===== config.mk =====
export PLATFORM = sky130hd
export DESIGN_NAME = zmodem_frame_receiver
export DESIGN_NICKNAME = d
export VERILOG_FILES = /design/src/design/zfr_pkg.sv /design/src/design/zmodem_frame_receiver.sv
export SDC_FILE = /design/constraint.sdc
export NUM_CORES = 1
export LEC_CHECK = 0
export BUFFER_PORTS_ARGS = -buffer_cell sky130_fd_sc_hd__buf_4
export CORE_UTILIZATION = 50
export CTS_BUF_LIST = sky130_fd_sc_hd__clkbuf_16
export DETAILED_ROUTE_END_ITERATION = 10
export GPL_ROUTABILITY_DRIVEN = 0
export PLACE_DENSITY_LB_ADDON = 0.12
export SYNTH_ARGS = -nofsm -noshare
export SYNTH_HDL_FRONTEND = slang
export SYNTH_SLANG_ARGS = --single-unit

===== constraint.sdc =====
create_clock -name clk -period 18.5 [get_ports clk]
set_input_delay 1.85 -clock clk [delete_from_list [all_inputs] [get_ports clk]]
set_output_delay 1.85 -clock clk [all_outputs]
set_load 0.1 [all_outputs]

===== src/design/zfr_pkg.sv =====
// Package for the ZMODEM frame receiver: constants, phase type, CRC byte functions.
// No dependencies.
package zfr_pkg;

  localparam int unsigned MAX_PAYLOAD = 1024;

  localparam logic [7:0] PAD_CH  = 8'h2A;
  localparam logic [7:0] DLE_CH  = 8'h18;
  localparam logic [7:0] FMT_HEX = 8'h42;
  localparam logic [7:0] FMT_B16 = 8'h41;
  localparam logic [7:0] FMT_B32 = 8'h43;
  localparam logic [7:0] END_E   = 8'h68;
  localparam logic [7:0] END_G   = 8'h69;
  localparam logic [7:0] END_Q   = 8'h6A;
  localparam logic [7:0] END_W   = 8'h6B;
  localparam logic [7:0] TYPE_FILE = 8'd4;
  localparam logic [7:0] TYPE_DATA = 8'd10;
  localparam logic [3:0] HDR_NIBBLES = 4'd14;

  localparam logic [1:0] KIND_DATA = 2'd0;
  localparam logic [1:0] KIND_HDR  = 2'd1;
  localparam logic [1:0] KIND_END  = 2'd2;
  localparam logic [1:0] KIND_ERR  = 2'd3;

  localparam logic [1:0] ERR_HEX   = 2'd0;
  localparam logic [1:0] ERR_HCRC  = 2'd1;
  localparam logic [1:0] ERR_TMO   = 2'd2;
  localparam logic [1:0] ERR_SCRC  = 2'd3;

  localparam logic [1:0] MODE_NONE = 2'd0;
  localparam logic [1:0] MODE_ONE  = 2'd1;
  localparam logic [1:0] MODE_MANY = 2'd2;

  typedef enum logic [8:0] {
    PH_HUNT    = 9'b000000001,
    PH_PAD1    = 9'b000000010,
    PH_PAD2    = 9'b000000100,
    PH_FMT     = 9'b000001000,
    PH_HEX     = 9'b000010000,
    PH_HEXBAD  = 9'b000100000,
    PH_BHDR    = 9'b001000000,
    PH_SUBDATA = 9'b010000000,
    PH_SUBCRC  = 9'b100000000
  } phase_t;

  typedef struct packed {
    logic [1:0]  kind;
    logic [7:0]  byte_value;
    logic [7:0]  frame_type;
    logic [31:0] frame_flags;
    logic        used_crc32;
    logic [7:0]  ender_code;
    logic [10:0] payload_len;
    logic [1:0]  error_code;
  } result_t;

  function automatic logic [15:0] crc16_byte(input logic [15:0] crc, input logic [7:0] b);
    logic [15:0] c;
    c = crc ^ {b, 8'h00};
    for (int i = 0; i < 8; i++) c = c[15] ? ((c << 1) ^ 16'h1021) : (c << 1);
    return c;
  endfunction

  function automatic logic [31:0] crc32_byte(input logic [31:0] crc, input logic [7:0] b);
    logic [31:0] c;
    c = crc ^ {24'h0, b};
    for (int i = 0; i < 8; i++) c = c[0] ? ((c >> 1) ^ 32'hEDB88320) : (c >> 1);
    return c;
  endfunction

endpackage


===== src/design/zmodem_frame_receiver.sv =====
// ZMODEM frame receiver top level: header hunt, unescape, CRC check, subpacket parse.
// Depends on zfr_pkg.
//
// Input channel in_*: one beat per received byte; in_tdata[7:0] is the raw
// byte, in_tuser marks a read timeout taking the place of a byte.
// Output channel out_*: zero or one result beat per input beat, packed as
// listed beside out_tdata / out_tuser.
// Each input beat is parsed by combinational logic, and its result is registered
// as the beat is taken. Throughput is one byte per cycle while in_tready is high;
// the one-byte CRC update is folded into the parse logic.
// A result register holds the pending beat. While it is full and unread,
// in_tready falls; it stays high while the register drains in the same cycle.
// Synchronous active-low reset returns the parser to hunting for a pad with
// all counters and CRC state cleared and the output register empty.
module zmodem_frame_receiver (
  input  logic        clk,
  input  logic        rst_n,
  input  logic        in_tvalid,
  output logic        in_tready,
  input  logic [7:0]  in_tdata,   // rx_byte[7:0]
  input  logic        in_tuser,   // timed_out
  output logic        out_tvalid,
  input  logic        out_tready,
  output logic [71:0] out_tdata,  // byte_value[7:0], frame_type[15:8], frame_flags[47:16],
                                  // used_crc32[48], ender_code[56:49], payload_len[67:57],
                                  // error_code[69:68], zero[71:70]
  output logic [1:0]  out_tuser   // kind
);
  import zfr_pkg::*;

  phase_t      phase_r, phase_nxt;
  logic        esc_r, esc_nxt;
  logic [3:0]  fcnt_r, fcnt_nxt;
  logic [3:0]  hnib_r, hnib_nxt;
  logic [39:0] hdr_r, hdr_nxt;
  logic [31:0] rcrc_r, rcrc_nxt;
  logic [31:0] acc_r, acc_nxt;
  logic        is32_r, is32_nxt;
  logic [10:0] pcnt_r, pcnt_nxt;
  logic [1:0]  mode_r, mode_nxt;

  logic        ov_r;
  result_t     res_r, res_nxt;
  logic        emit;
  logic        take;

  assign in_tready = !ov_r || out_tready;
  assign take = in_tvalid && in_tready;
  assign out_tvalid = ov_r;
  assign out_tuser = res_r.kind;
  assign out_tdata = {2'b00, res_r.error_code, res_r.payload_len, res_r.ender_code,
                      res_r.used_crc32, res_r.frame_flags, res_r.frame_type, res_r.byte_value};

  logic [7:0]  c;
  logic [4:0]  hv;   // bit 4 = invalid
  logic [7:0]  v;
  logic        ev_data, ev_ender;
  logic        is_end;
  logic [7:0]  fb;
  logic        feed, tk;
  logic [31:0] fed;
  logic [31:0] took;
  logic        match;
  logic [3:0]  fc1;

  always_comb begin
    c = in_tdata;
    if (c >= 8'h30 && c <= 8'h39) hv = {1'b0, c[3:0]};
    else if ((c >= 8'h61 && c <= 8'h66) || (c >= 8'h41 && c <= 8'h46))
      hv = {1'b0, 4'(c[3:0] + 4'd9)};
    else hv = 5'h10;
    is_end = (c == END_E) || (c == END_G) || (c == END_Q) || (c == END_W);
    ev_data = 1'b0; ev_ender = 1'b0; v = c;
    if (esc_r) begin
      if (is_end) ev_ender = 1'b1;
      else begin ev_data = 1'b1; v = c ^ 8'h40; end
    end else if (c != DLE_CH) ev_data = 1'b1;
  end

  always_comb begin
    phase_nxt = phase_r; esc_nxt = esc_r; fcnt_nxt = fcnt_r; hnib_nxt = hnib_r;
    hdr_nxt = hdr_r; rcrc_nxt = rcrc_r; acc_nxt = acc_r; is32_nxt = is32_r;
    pcnt_nxt = pcnt_r; mode_nxt = mode_r;
    res_nxt = '0; emit = 1'b0;
    fb = v; feed = 1'b0; tk = 1'b0;
    fc1 = fcnt_r + 4'd1;

    // byte to feed / take is selected first, CRC math shared below
    case (phase_r)
      PH_HEX: if (!hv[4] && fcnt_r[0]) begin
        fb = {hnib_r, hv[3:0]};
        if (fcnt_r[3:1] < 3'd5) feed = 1'b1; else tk = 1'b1;
      end
      PH_BHDR: if (ev_data || ev_ender) begin
        if (fcnt_r < 4'd5) feed = 1'b1; else tk = 1'b1;
      end
      PH_SUBDATA: if (ev_ender || (ev_data && pcnt_r < 11'(MAX_PAYLOAD))) feed = 1'b1;
      PH_SUBCRC: if (ev_data || ev_ender) tk = 1'b1;
      default: ;
    endcase

    fed = is32_r ? crc32_byte(acc_r, fb) : {16'h0, crc16_byte(acc_r[15:0], fb)};
    took = is32_r ? {fb, rcrc_r[31:8]} : {16'h0, rcrc_r[7:0], fb};
    if (feed) acc_nxt = fed;
    if (tk) rcrc_nxt = took;
    match = is32_r ? ((acc_nxt ^ 32'hFFFFFFFF) == rcrc_nxt)
                   : (acc_nxt[15:0] == rcrc_nxt[15:0]);

    if (in_tuser) begin
      res_nxt.kind = KIND_ERR; res_nxt.error_code = ERR_TMO; emit = 1'b1;
      phase_nxt = PH_HUNT; esc_nxt = 1'b0; mode_nxt = MODE_NONE;
      acc_nxt = acc_r; rcrc_nxt = rcrc_r;
    end else begin
      case (phase_r)
        PH_HUNT: if (c == PAD_CH) phase_nxt = PH_PAD1;
        PH_PAD1: phase_nxt = (c == PAD_CH) ? PH_PAD2 : (c == DLE_CH) ? PH_FMT : PH_HUNT;
        PH_PAD2: phase_nxt = (c == DLE_CH) ? PH_FMT : PH_HUNT;
        PH_FMT: begin
          if (c == FMT_HEX || c == FMT_B16 || c == FMT_B32) begin
            phase_nxt = (c == FMT_HEX) ? PH_HEX : PH_BHDR;
            esc_nxt = 1'b0; fcnt_nxt = '0; hnib_nxt = '0; hdr_nxt = '0; rcrc_nxt = '0;
            is32_nxt = (c == FMT_B32);
            acc_nxt = (c == FMT_B32) ? 32'hFFFFFFFF : 32'h0;
          end else begin
            phase_nxt = PH_HUNT; esc_nxt = 1'b0; mode_nxt = MODE_NONE;
          end
        end
        PH_HEX, PH_HEXBAD: begin
          if (phase_r == PH_HEX) begin
            if (hv[4]) phase_nxt = PH_HEXBAD;
            else if (!fcnt_r[0]) hnib_nxt = hv[3:0];
            else if (fcnt_r[3:1] < 3'd5) hdr_nxt[fcnt_r[3:1]*8 +: 8] = fb;
          end
          fcnt_nxt = fc1;
          if (fc1 >= HDR_NIBBLES) begin
            emit = 1'b1;
            if (phase_r == PH_HEXBAD || hv[4]) begin
              res_nxt.kind = KIND_ERR; res_nxt.error_code = ERR_HEX;
              phase_nxt = PH_HUNT; esc_nxt = 1'b0; mode_nxt = MODE_NONE;
            end
          end
        end
        PH_BHDR: begin
          if (!ev_data && !ev_ender) esc_nxt = 1'b1;
          else begin
            esc_nxt = 1'b0;
            if (fcnt_r < 4'd5) hdr_nxt[fcnt_r[2:0]*8 +: 8] = fb;
            fcnt_nxt = fc1;
            if (fc1 >= (is32_r ? 4'd9 : 4'd7)) emit = 1'b1;
          end
        end
        PH_SUBDATA: begin
          if (!ev_data && !ev_ender) esc_nxt = 1'b1;
          else begin
            esc_nxt = 1'b0;
            if (ev_ender) begin
              hdr_nxt = {32'h0, c}; fcnt_nxt = '0; rcrc_nxt = '0; phase_nxt = PH_SUBCRC;
            end else if (feed) begin
              pcnt_nxt = pcnt_r + 11'd1;
              res_nxt.kind = KIND_DATA; res_nxt.byte_value = v; emit = 1'b1;
            end
          end
        end
        PH_SUBCRC: begin
          if (!ev_data && !ev_ender) esc_nxt = 1'b1;
          else begin
            esc_nxt = 1'b0;
            fcnt_nxt = fc1;
            if (fc1 >= (is32_r ? 4'd4 : 4'd2)) begin
              emit = 1'b1;
              if (!match) begin
                res_nxt.kind = KIND_ERR; res_nxt.error_code = ERR_SCRC;
                phase_nxt = PH_HUNT; mode_nxt = MODE_NONE;
              end else begin
                res_nxt.kind = KIND_END; res_nxt.used_crc32 = is32_r;
                res_nxt.ender_code = hdr_r[7:0]; res_nxt.payload_len = pcnt_r;
                if (mode_r == MODE_MANY && hdr_r[7:0] != END_E && hdr_r[7:0] != END_W) begin
                  phase_nxt = PH_SUBDATA; fcnt_nxt = '0; rcrc_nxt = '0; pcnt_nxt = '0;
                  acc_nxt = is32_r ? 32'hFFFFFFFF : 32'h0;
                end else begin
                  phase_nxt = PH_HUNT; mode_nxt = MODE_NONE;
                end
              end
            end
          end
        end
        default: begin
          phase_nxt = PH_HUNT; esc_nxt = 1'b0; mode_nxt = MODE_NONE;
        end
      endcase

      // header completion (HEX good digits or binary)
      if (emit && (phase_r == PH_BHDR || (phase_r == PH_HEX && !hv[4]))) begin
        if (!match) begin
          res_nxt.kind = KIND_ERR; res_nxt.error_code = ERR_HCRC;
          phase_nxt = PH_HUNT; esc_nxt = 1'b0; mode_nxt = MODE_NONE;
        end else begin
          res_nxt.kind = KIND_HDR; res_nxt.frame_type = hdr_nxt[7:0];
          res_nxt.frame_flags = hdr_nxt[39:8]; res_nxt.used_crc32 = is32_r;
          if (hdr_nxt[7:0] == TYPE_FILE || hdr_nxt[7:0] == TYPE_DATA) begin
            phase_nxt = PH_SUBDATA; esc_nxt = 1'b0; fcnt_nxt = '0; rcrc_nxt = '0;
            pcnt_nxt = '0; acc_nxt = is32_r ? 32'hFFFFFFFF : 32'h0;
            mode_nxt = (hdr_nxt[7:0] == TYPE_FILE) ? MODE_ONE : MODE_MANY;
          end else begin
            phase_nxt = PH_HUNT; esc_nxt = 1'b0; mode_nxt = MODE_NONE;
          end
        end
      end
    end
  end

  always_ff @(posedge clk) begin
    if (!rst_n) begin
      phase_r <= PH_HUNT; esc_r <= 1'b0; fcnt_r <= '0; hnib_r <= '0; hdr_r <= '0;
      rcrc_r <= '0; acc_r <= '0; is32_r <= 1'b0; pcnt_r <= '0; mode_r <= MODE_NONE;
      ov_r <= 1'b0;
    end else begin
      if (take) begin
        phase_r <= phase_nxt; esc_r <= esc_nxt; fcnt_r <= fcnt_nxt; hnib_r <= hnib_nxt;
        hdr_r <= hdr_nxt; rcrc_r <= rcrc_nxt; acc_r <= acc_nxt; is32_r <= is32_nxt;
        pcnt_r <= pcnt_nxt; mode_r <= mode_nxt;
        ov_r <= emit;
      end else if (out_tready) begin
        ov_r <= 1'b0;
      end
    end
  end

  always_ff @(posedge clk) begin
    if (take && emit) res_r <= res_nxt;
  end

endmodule


; Yosys cells after proc, flatten, opt, wreduce, memory -nomap -nowiden
; Index checks and enable logic that the tools add are counted.
[totals]
regBits = 209
in_bits = 13
out_inout_bits = 76
elab_cells = 331
[classes]
add_sub_neg = 5
magnitude_cmp = 12
n_eq_ne = 42
shift = 4
mux = 179
bitwise = 27
reduce_logical = 43
[op_table]
columns = operator, count
row1 = 32-bit two-way mux, 32
row2 = 40-bit two-way mux, 10
row3 = 40-bit one-hot mux with 4 select lines, 1
row4 = 9-bit two-way mux, 13
row5 = 13-bit inverter with 14-bit output, 8
row6 = 11-bit two-way mux, 10
row7 = 13-bit two-way mux, 8
row8 = 32-bit one-hot mux with 3 select lines, 1
row9 = 40-bit bitwise mux, 2
row10 = 8-bit by 34-bit variable shift with 40-bit output (first input constant), 2
row11 = 8-bit by 34-bit indexed part select with 40-bit output, 2
row12 = 9-bit one-hot mux with 8 select lines, 1
row13 = 4-bit two-way mux, 17
row14 = 6-bit negator with 34-bit output, 2
row15 = 32-bit one-hot mux with 2 select lines, 1
row16 = 8-bit by 7-bit equality test with 1-bit output (second input constant), 7
row17 = 2-bit two-way mux, 22
row18 = 22-bit two-way mux, 2
row19 = 20-bit two-way mux, 2
row20 = 8-bit two-way mux, 5
row21 = 1-bit two-way mux, 36
row22 = 32-bit equality test, 1
row23 = 4-bit != test (second input constant), 8
row24 = 32-bit inverter, 1
row25 = other kinds (59), 118

; Depth between registers and ports, before layout
[logic_depth]
word_depth = 38
depth_mapped = 25
depth_no_buf = 18

; Worst setup path after synthesis
; No wires, ideal clock.
[synth_timing]
path_type = input-to-reg
from = in in_tdata[1]
to = reg res_r (netlist bit out_tdata[0]), enable pin
setup_ps = 503
t_arrival_ps = 7242
required_ps = 17997
slack_ps = 10755
cell_stages = 12
n_path_buf = 1
cell_sequence = inv_1 ha_1 o21bai_1 a2111o_1 nand2_1 o211ai_1 nand2_1 clkbuf_1 nand3_1 o221ai_1 nor3_1 nor2_1
[synth_via]
elab_chain_len = 17
elab_cells_between_ends = 46
cone_classes = order compare (6) / eq/ne (5) / mux (19) / reduce/logical (16)
[synth_lines]
columns = element, line
row1 = "start, declared", zmodem_frame_receiver.sv:20  ; input logic [7:0] in_tdata,
row2 = branches (longest 13 deep; another with 8-bit by 7-bit >= comparator with 1-bit output), -
row3 = 1-bit one-hot mux with 4 select lines *, zmodem_frame_receiver.sv:114  ; case (phase_r)
row4 = 1-bit two-way mux * (2 in a row), zmodem_frame_receiver.sv:109  ; if (in_tuser) begin
row5 = 1-bit logical AND *, zmodem_frame_receiver.sv:230  ; if (take && emit) res_r <= res_nxt;
row6 = "end signal, assigned", zmodem_frame_receiver.sv:230
row7 = "end, declared", zmodem_frame_receiver.sv:43  ; result_t res_r, res_nxt;
; Every way passes the cells marked *. The select of a mux whose other input is x is not followed.
; A chain may end at the register's enable or synchronous reset.

; Worst setup path after layout
[layout_timing]
from = in in_tdata[0]
to = reg acc_r[0]
[layout_via]
elab_chain_len = 35
elab_cells_between_ends = 130
cone_classes = add/sub (1) / order compare (6) / eq/ne (12) / shift (2) / mux (70) / bitwise (18) / reduce/logical (21)
[layout_lines]
columns = element, line
row1 = 8-bit by 7-bit >= comparator with 1-bit output / 8-bit by 7-bit less-or-equal comparator with 1-bit output (equally long branches), zmodem_frame_receiver.sv:69  ; else if ((c >= 8'h61 && c <= 8'h66) || (c >= 8'h41 && c <= 8'h46))
row2 = 1-bit logical AND, zmodem_frame_receiver.sv:69
row3 = 1-bit logical OR, zmodem_frame_receiver.sv:69
row4 = 5-bit two-way mux, zmodem_frame_receiver.sv:69
row5 = 5-bit two-way mux, zmodem_frame_receiver.sv:68  ; if (c >= 8'h30 && c <= 8'h39) hv = {1'b0, c[3:0]};
row6 = 1-bit zero test, "zmodem_frame_receiver.sv:90, zmodem_frame_receiver.sv:193"
row7 = 1-bit logical AND, zmodem_frame_receiver.sv:90  ; PH_HEX: if (!hv[4] && fcnt_r[0]) begin
row8 = 8-bit two-way mux, zmodem_frame_receiver.sv:90
row9 = [19 not listed], -
row10 = 1-bit two-way mux, zmodem_frame_receiver.sv:106  ; match = is32_r ? ((acc_nxt ^ 32'hFFFFFFFF) == rcrc_nxt)
row11 = 32-bit two-way mux, zmodem_frame_receiver.sv:171  ; if (!match) begin
row12 = 32-bit two-way mux, zmodem_frame_receiver.sv:169  ; if (fc1 >= (is32_r ? 4'd4 : 4'd2)) begin
row13 = 32-bit two-way mux, zmodem_frame_receiver.sv:165  ; if (!ev_data && !ev_ender) esc_nxt = 1'b1;
row14 = 32-bit one-hot mux with 2 select lines, zmodem_frame_receiver.sv:114
row15 = 32-bit two-way mux, zmodem_frame_receiver.sv:200  ; if (hdr_nxt[7:0] == TYPE_FILE || hdr_nxt[7:0] == TYPE_DATA) begin
row16 = 32-bit two-way mux, zmodem_frame_receiver.sv:194  ; if (!match) begin
row17 = 32-bit two-way mux *, zmodem_frame_receiver.sv:193  ; if (emit && (phase_r == PH_BHDR || (phase_r == PH_HEX && !hv[4]))) begin
row18 = "end signal, assigned", zmodem_frame_receiver.sv:220  ; hdr_r <= hdr_nxt; rcrc_r <= rcrc_nxt; acc_r <= acc_nxt; is32_r <= is32_nxt;
row19 = "end, declared", zmodem_frame_receiver.sv:37  ; logic [31:0] acc_r, acc_nxt;
; Every way passes the cells marked *; elsewhere a longest branch is shown, timed or not. The select of a mux whose other input is x is not followed.

==> summary.md <==
| Metric | Value |
|---|---|
| Status | `complete, no violations` |
| Endpoints failing hold | `0` |
| Setup crit start | `in_tdata[0]` |
| Worst endpoint required time | `18.98 ns` |
| CTS H-tree lvls | `1` |
| Top layer in use | `met4` |
| Worst EP arrival | `8.78 ns` |
| Pre-antenna DRT Iters | `6` |
| Initial Util | `51.0%` |
| Commonest non-fill, non-tap cell in the layout | `nor2_1` |
| P_leak | `5.84 nW` |
| Rel. slew slack | `14.7%` |
| IO Count | `89` |
| Mapped cell area | `0.0147 mm^2` |
| Nets | `1801` |
| Wl on met1 | `20700 um` |
| Root buffer cell | `clkbuf_16` |
| Met3 routed WL | `5320 um` |
| HPWL after DPL | `37700 um` |
| Initial antenna violation count | `1` |
| Via density | `6.81` |
| Routed Antenna Nets | `0` |
| Sink Count | `209` |
| Synthesized instance count | `1746` |
| Critical R2R Launch | `phase_r[1]$_SDFFE_PN0P_` |
| Area of the die | `0.0301 mm^2` |
| Yosys reg bits | `209` |
| Library cells used by synthesis | `~100` |
| Final min period | `8.30 ns` |
| Post-CTS sizing | `0` |
| Ys Warns | `0` |
| Fraction of synthesis flops using an asynchronous set or reset pin | `0%` |
| Kind of critical path | `input pin to flop` |
| Max-slew violation count | `0` |
| First-pass GRT wire length | `79200 um` |
| Number of flops mapped to enable cells by yosys | `72` |
| Peak supply drop | `approximately 0.000061 V` |
| Sequential share of the synthesized area | `33.3%` |
| Clock-pin slew on the worst setup and hold paths | `0.06 ns` |
| Fin util | `a little under three fifths` |
| Floorplan core area | `0.0289 mm^2` |
| Worst slew pin tran | `1.27 ns` |
| Final Cycle Share | `44.9%` |
| CP max FO | `29` |
| Post-Route WL | `52500 um` |
| Max_cap viols | `0` |
| Largest net degree at the start of global routing | `73` |
| Worst-Skew Late Latency | `0.54 ns` |
| Final-report setup violation count | `0` |
| Grt total ovfl | `0` |
| Width of the die | `approximately 170 um` |
| Wire length per cell | `24.2 um` |
| Ratio of cells with drive above 1 in the final layout | `between 10% and 20%` |
| # Post-CTS Setup Buffers | `0` |
| Deepest clock path buffer count | `3` |
| Port bufs | `86` |
| Fmax | `120 MHz` |
| Row count | `slightly above 60` |
| CTS tree | `done` |
| N_diodes | `0` |
| Worst hold path class | `flop to flop` |
| Main synth FF type | `dfxtp_1` |
| Post-synthesis area per instance | `8.43 um^2` |
| Area Overhead vs Synth | `11.4%` |
| Most frequent cells in the layout | `nor2_1, dfxtp_1, nand2_1` |
| RSZ-0062 raised after global routing | `no` |
| Vias in the first global route | `13301` |
| Layout Skew | `~0.035 ns` |
| DR DRC count | `0` |
| Fillers | `~2600` |
| P per Cell Area | `71.0 mW/mm^2` |
| Worst Min Path Start | `mode_r[0]$_SDFFE_PN0P_` |
| Setup tns final | `0 ns` |
| Routed length on met2 | `22500 um` |
| Vias post-DR | `14781` |
| Hold Buf Count CTS | `0` |
| Initial drt markers | `about 1900` |
| Setup crit start kind | `input pin` |
| Die height | `174 um` |
| Endpoint class of the critical path | `flop` |
| Cts bufs inserted | `24` |
| Total GRT Usage | `33.8%` |
## through the flow
step / cell area (um^2) / setup slack (ns) / std cells / hold WS (ns) / total power [mW]
floorplan: 14700 / 10.76 / 1747 / 0.436 / 0.626
global placement: 15600 / 10.14 / 2127 / 0.449 / 0.668
detailed placement: 15600 / 9.98 / 2127 / 0.464 / 0.669
CTS: 16400 / 10.50 / 2171 / 0.475 / 1.16
global route: 16400 / 9.95 / 2171 / 0.508 / 1.19
finish: 16400 / 10.20 / 2171 / 0.471 / 1.16
## registers in the layout, summed over array words and instances (netlist names)
signal and count:
is32_r 1, out_tvalid 1, pcnt_r 11, esc_r 1, hdr_r 40, phase_r 9
acc_r 32, out_tuser 2, fcnt_r 4, rcrc_r 32, out_tdata 70, hnib_r 4
mode_r 2
## kinds of logic (layout without fill, tap and decap cells)
kind of cell	Yosys count	in the layout	synth area share, %
other cells	1	2	0.0255
mux	31	31	2.24
flops	209	209	33.3
compound gates	541	541	26.4
fa+ha+maj	19	19	1.62
xor+xnor	113	113	8.71
buf+inv	145	185	4.05
simple gates	687	687	23.6
## power by group
part	switching [mW]	internal (mW)	total, mW
Clock	0.200	0.300	0.500
Combinational	0.130	0.0488	0.179
Sequential	0.00351	0.481	0.485
Total	0.334	0.830	1.16
## synth_stat cells, types with 10 or more instances
master | count | area, um^2
nor4_1 | 18 | 113
xnor2_1 | 64 | 561
nor3_1 | 58 | 290
o21ai_0 | 75 | 375
clkbuf_1 | 81 | 304
o2111ai_1 | 15 | 131
a32o_1 | 13 | 130
o211ai_1 | 22 | 165
dfxtp_1 | 137 | 2740
nor2_1 | 205 | 769
a211o_1 | 13 | 114
buf_1 | 10 | 37.5
xnor3_1 | 19 | 428
mux2i_1 | 22 | 220
a21oi_1 | 104 | 521
nand4_1 | 23 | 144
inv_1 | 27 | 101
a211oi_1 | 29 | 218
nand2_1 | 128 | 480
a22o_1 | 19 | 166
o21ai_1 | 13 | 65.1
nand3_1 | 61 | 305
o21a_1 | 15 | 113
or3_1 | 21 | 131
xor2_1 | 27 | 236
a22oi_1 | 73 | 548
and2_1 | 47 | 294
or2_2 | 14 | 87.6
a221o_1 | 16 | 160
buf_2 | 20 | 100
o2bb2ai_1 | 14 | 123
ha_1 | 19 | 238
edfxtp_1 | 72 | 2160
nor3b_1 | 11 | 82.6
and3_1 | 25 | 156
nand2b_1 | 14 | 87.6
a21o_1 | 14 | 105
a31oi_1 | 15 | 93.8
## area by class of cell
type,instances,area (um^2),area share [%]
clock inverters,19,194,1.18
multi-input cells,1393,9230,56.3
well taps,384,480,2.93
inverters,27,101,0.618
clock buffers,25,626,3.82
flip-flops and latches,209,4910,29.9
repair buffers,114,856,5.22
## path summary, 6_finish.rpt
kind / cells after the start / to / slack, ns
setup / recovery: 20 / acc_r[0]$_SDFFE_PN0P_ / 10.20
hold / removal: 2 / mode_r[0]$_SDFFE_PN0P_ / 0.47
setup reg to reg: 15 / acc_r[0]$_SDFFE_PN0P_ / 10.91
hold reg to reg: 2 / mode_r[0]$_SDFFE_PN0P_ / 0.47
## worst max-delay path, stage by stage
cell and delay, ns:
buf_4 0.15, inv_1 0.25, ha_1 0.25, or3b_1 0.38, nand4_1 0.33, nand2_1 0.29
o21ai_1 0.21, buf_4 0.26, nand2_1 0.66, o21ai_1 0.67, nor2_1 0.09, mux2_2 0.27
a2111oi_0 0.43, nand4b_1 0.19, nor4_1 0.63, and3_1 0.38, nor2_1 0.24, o21ai_1 0.35
and2_1 0.66, a221o_1 0.21
## metal layers
layer / vias to the layer above / track usage, %
li1: 6645 / -
met4: 0 / 22.3
met2: 957 / 51.8
met5: - / 0
met3: 252 / 6.23
met1: 6927 / 43.6
Note: power is estimated with default switching activity, not from simulation.
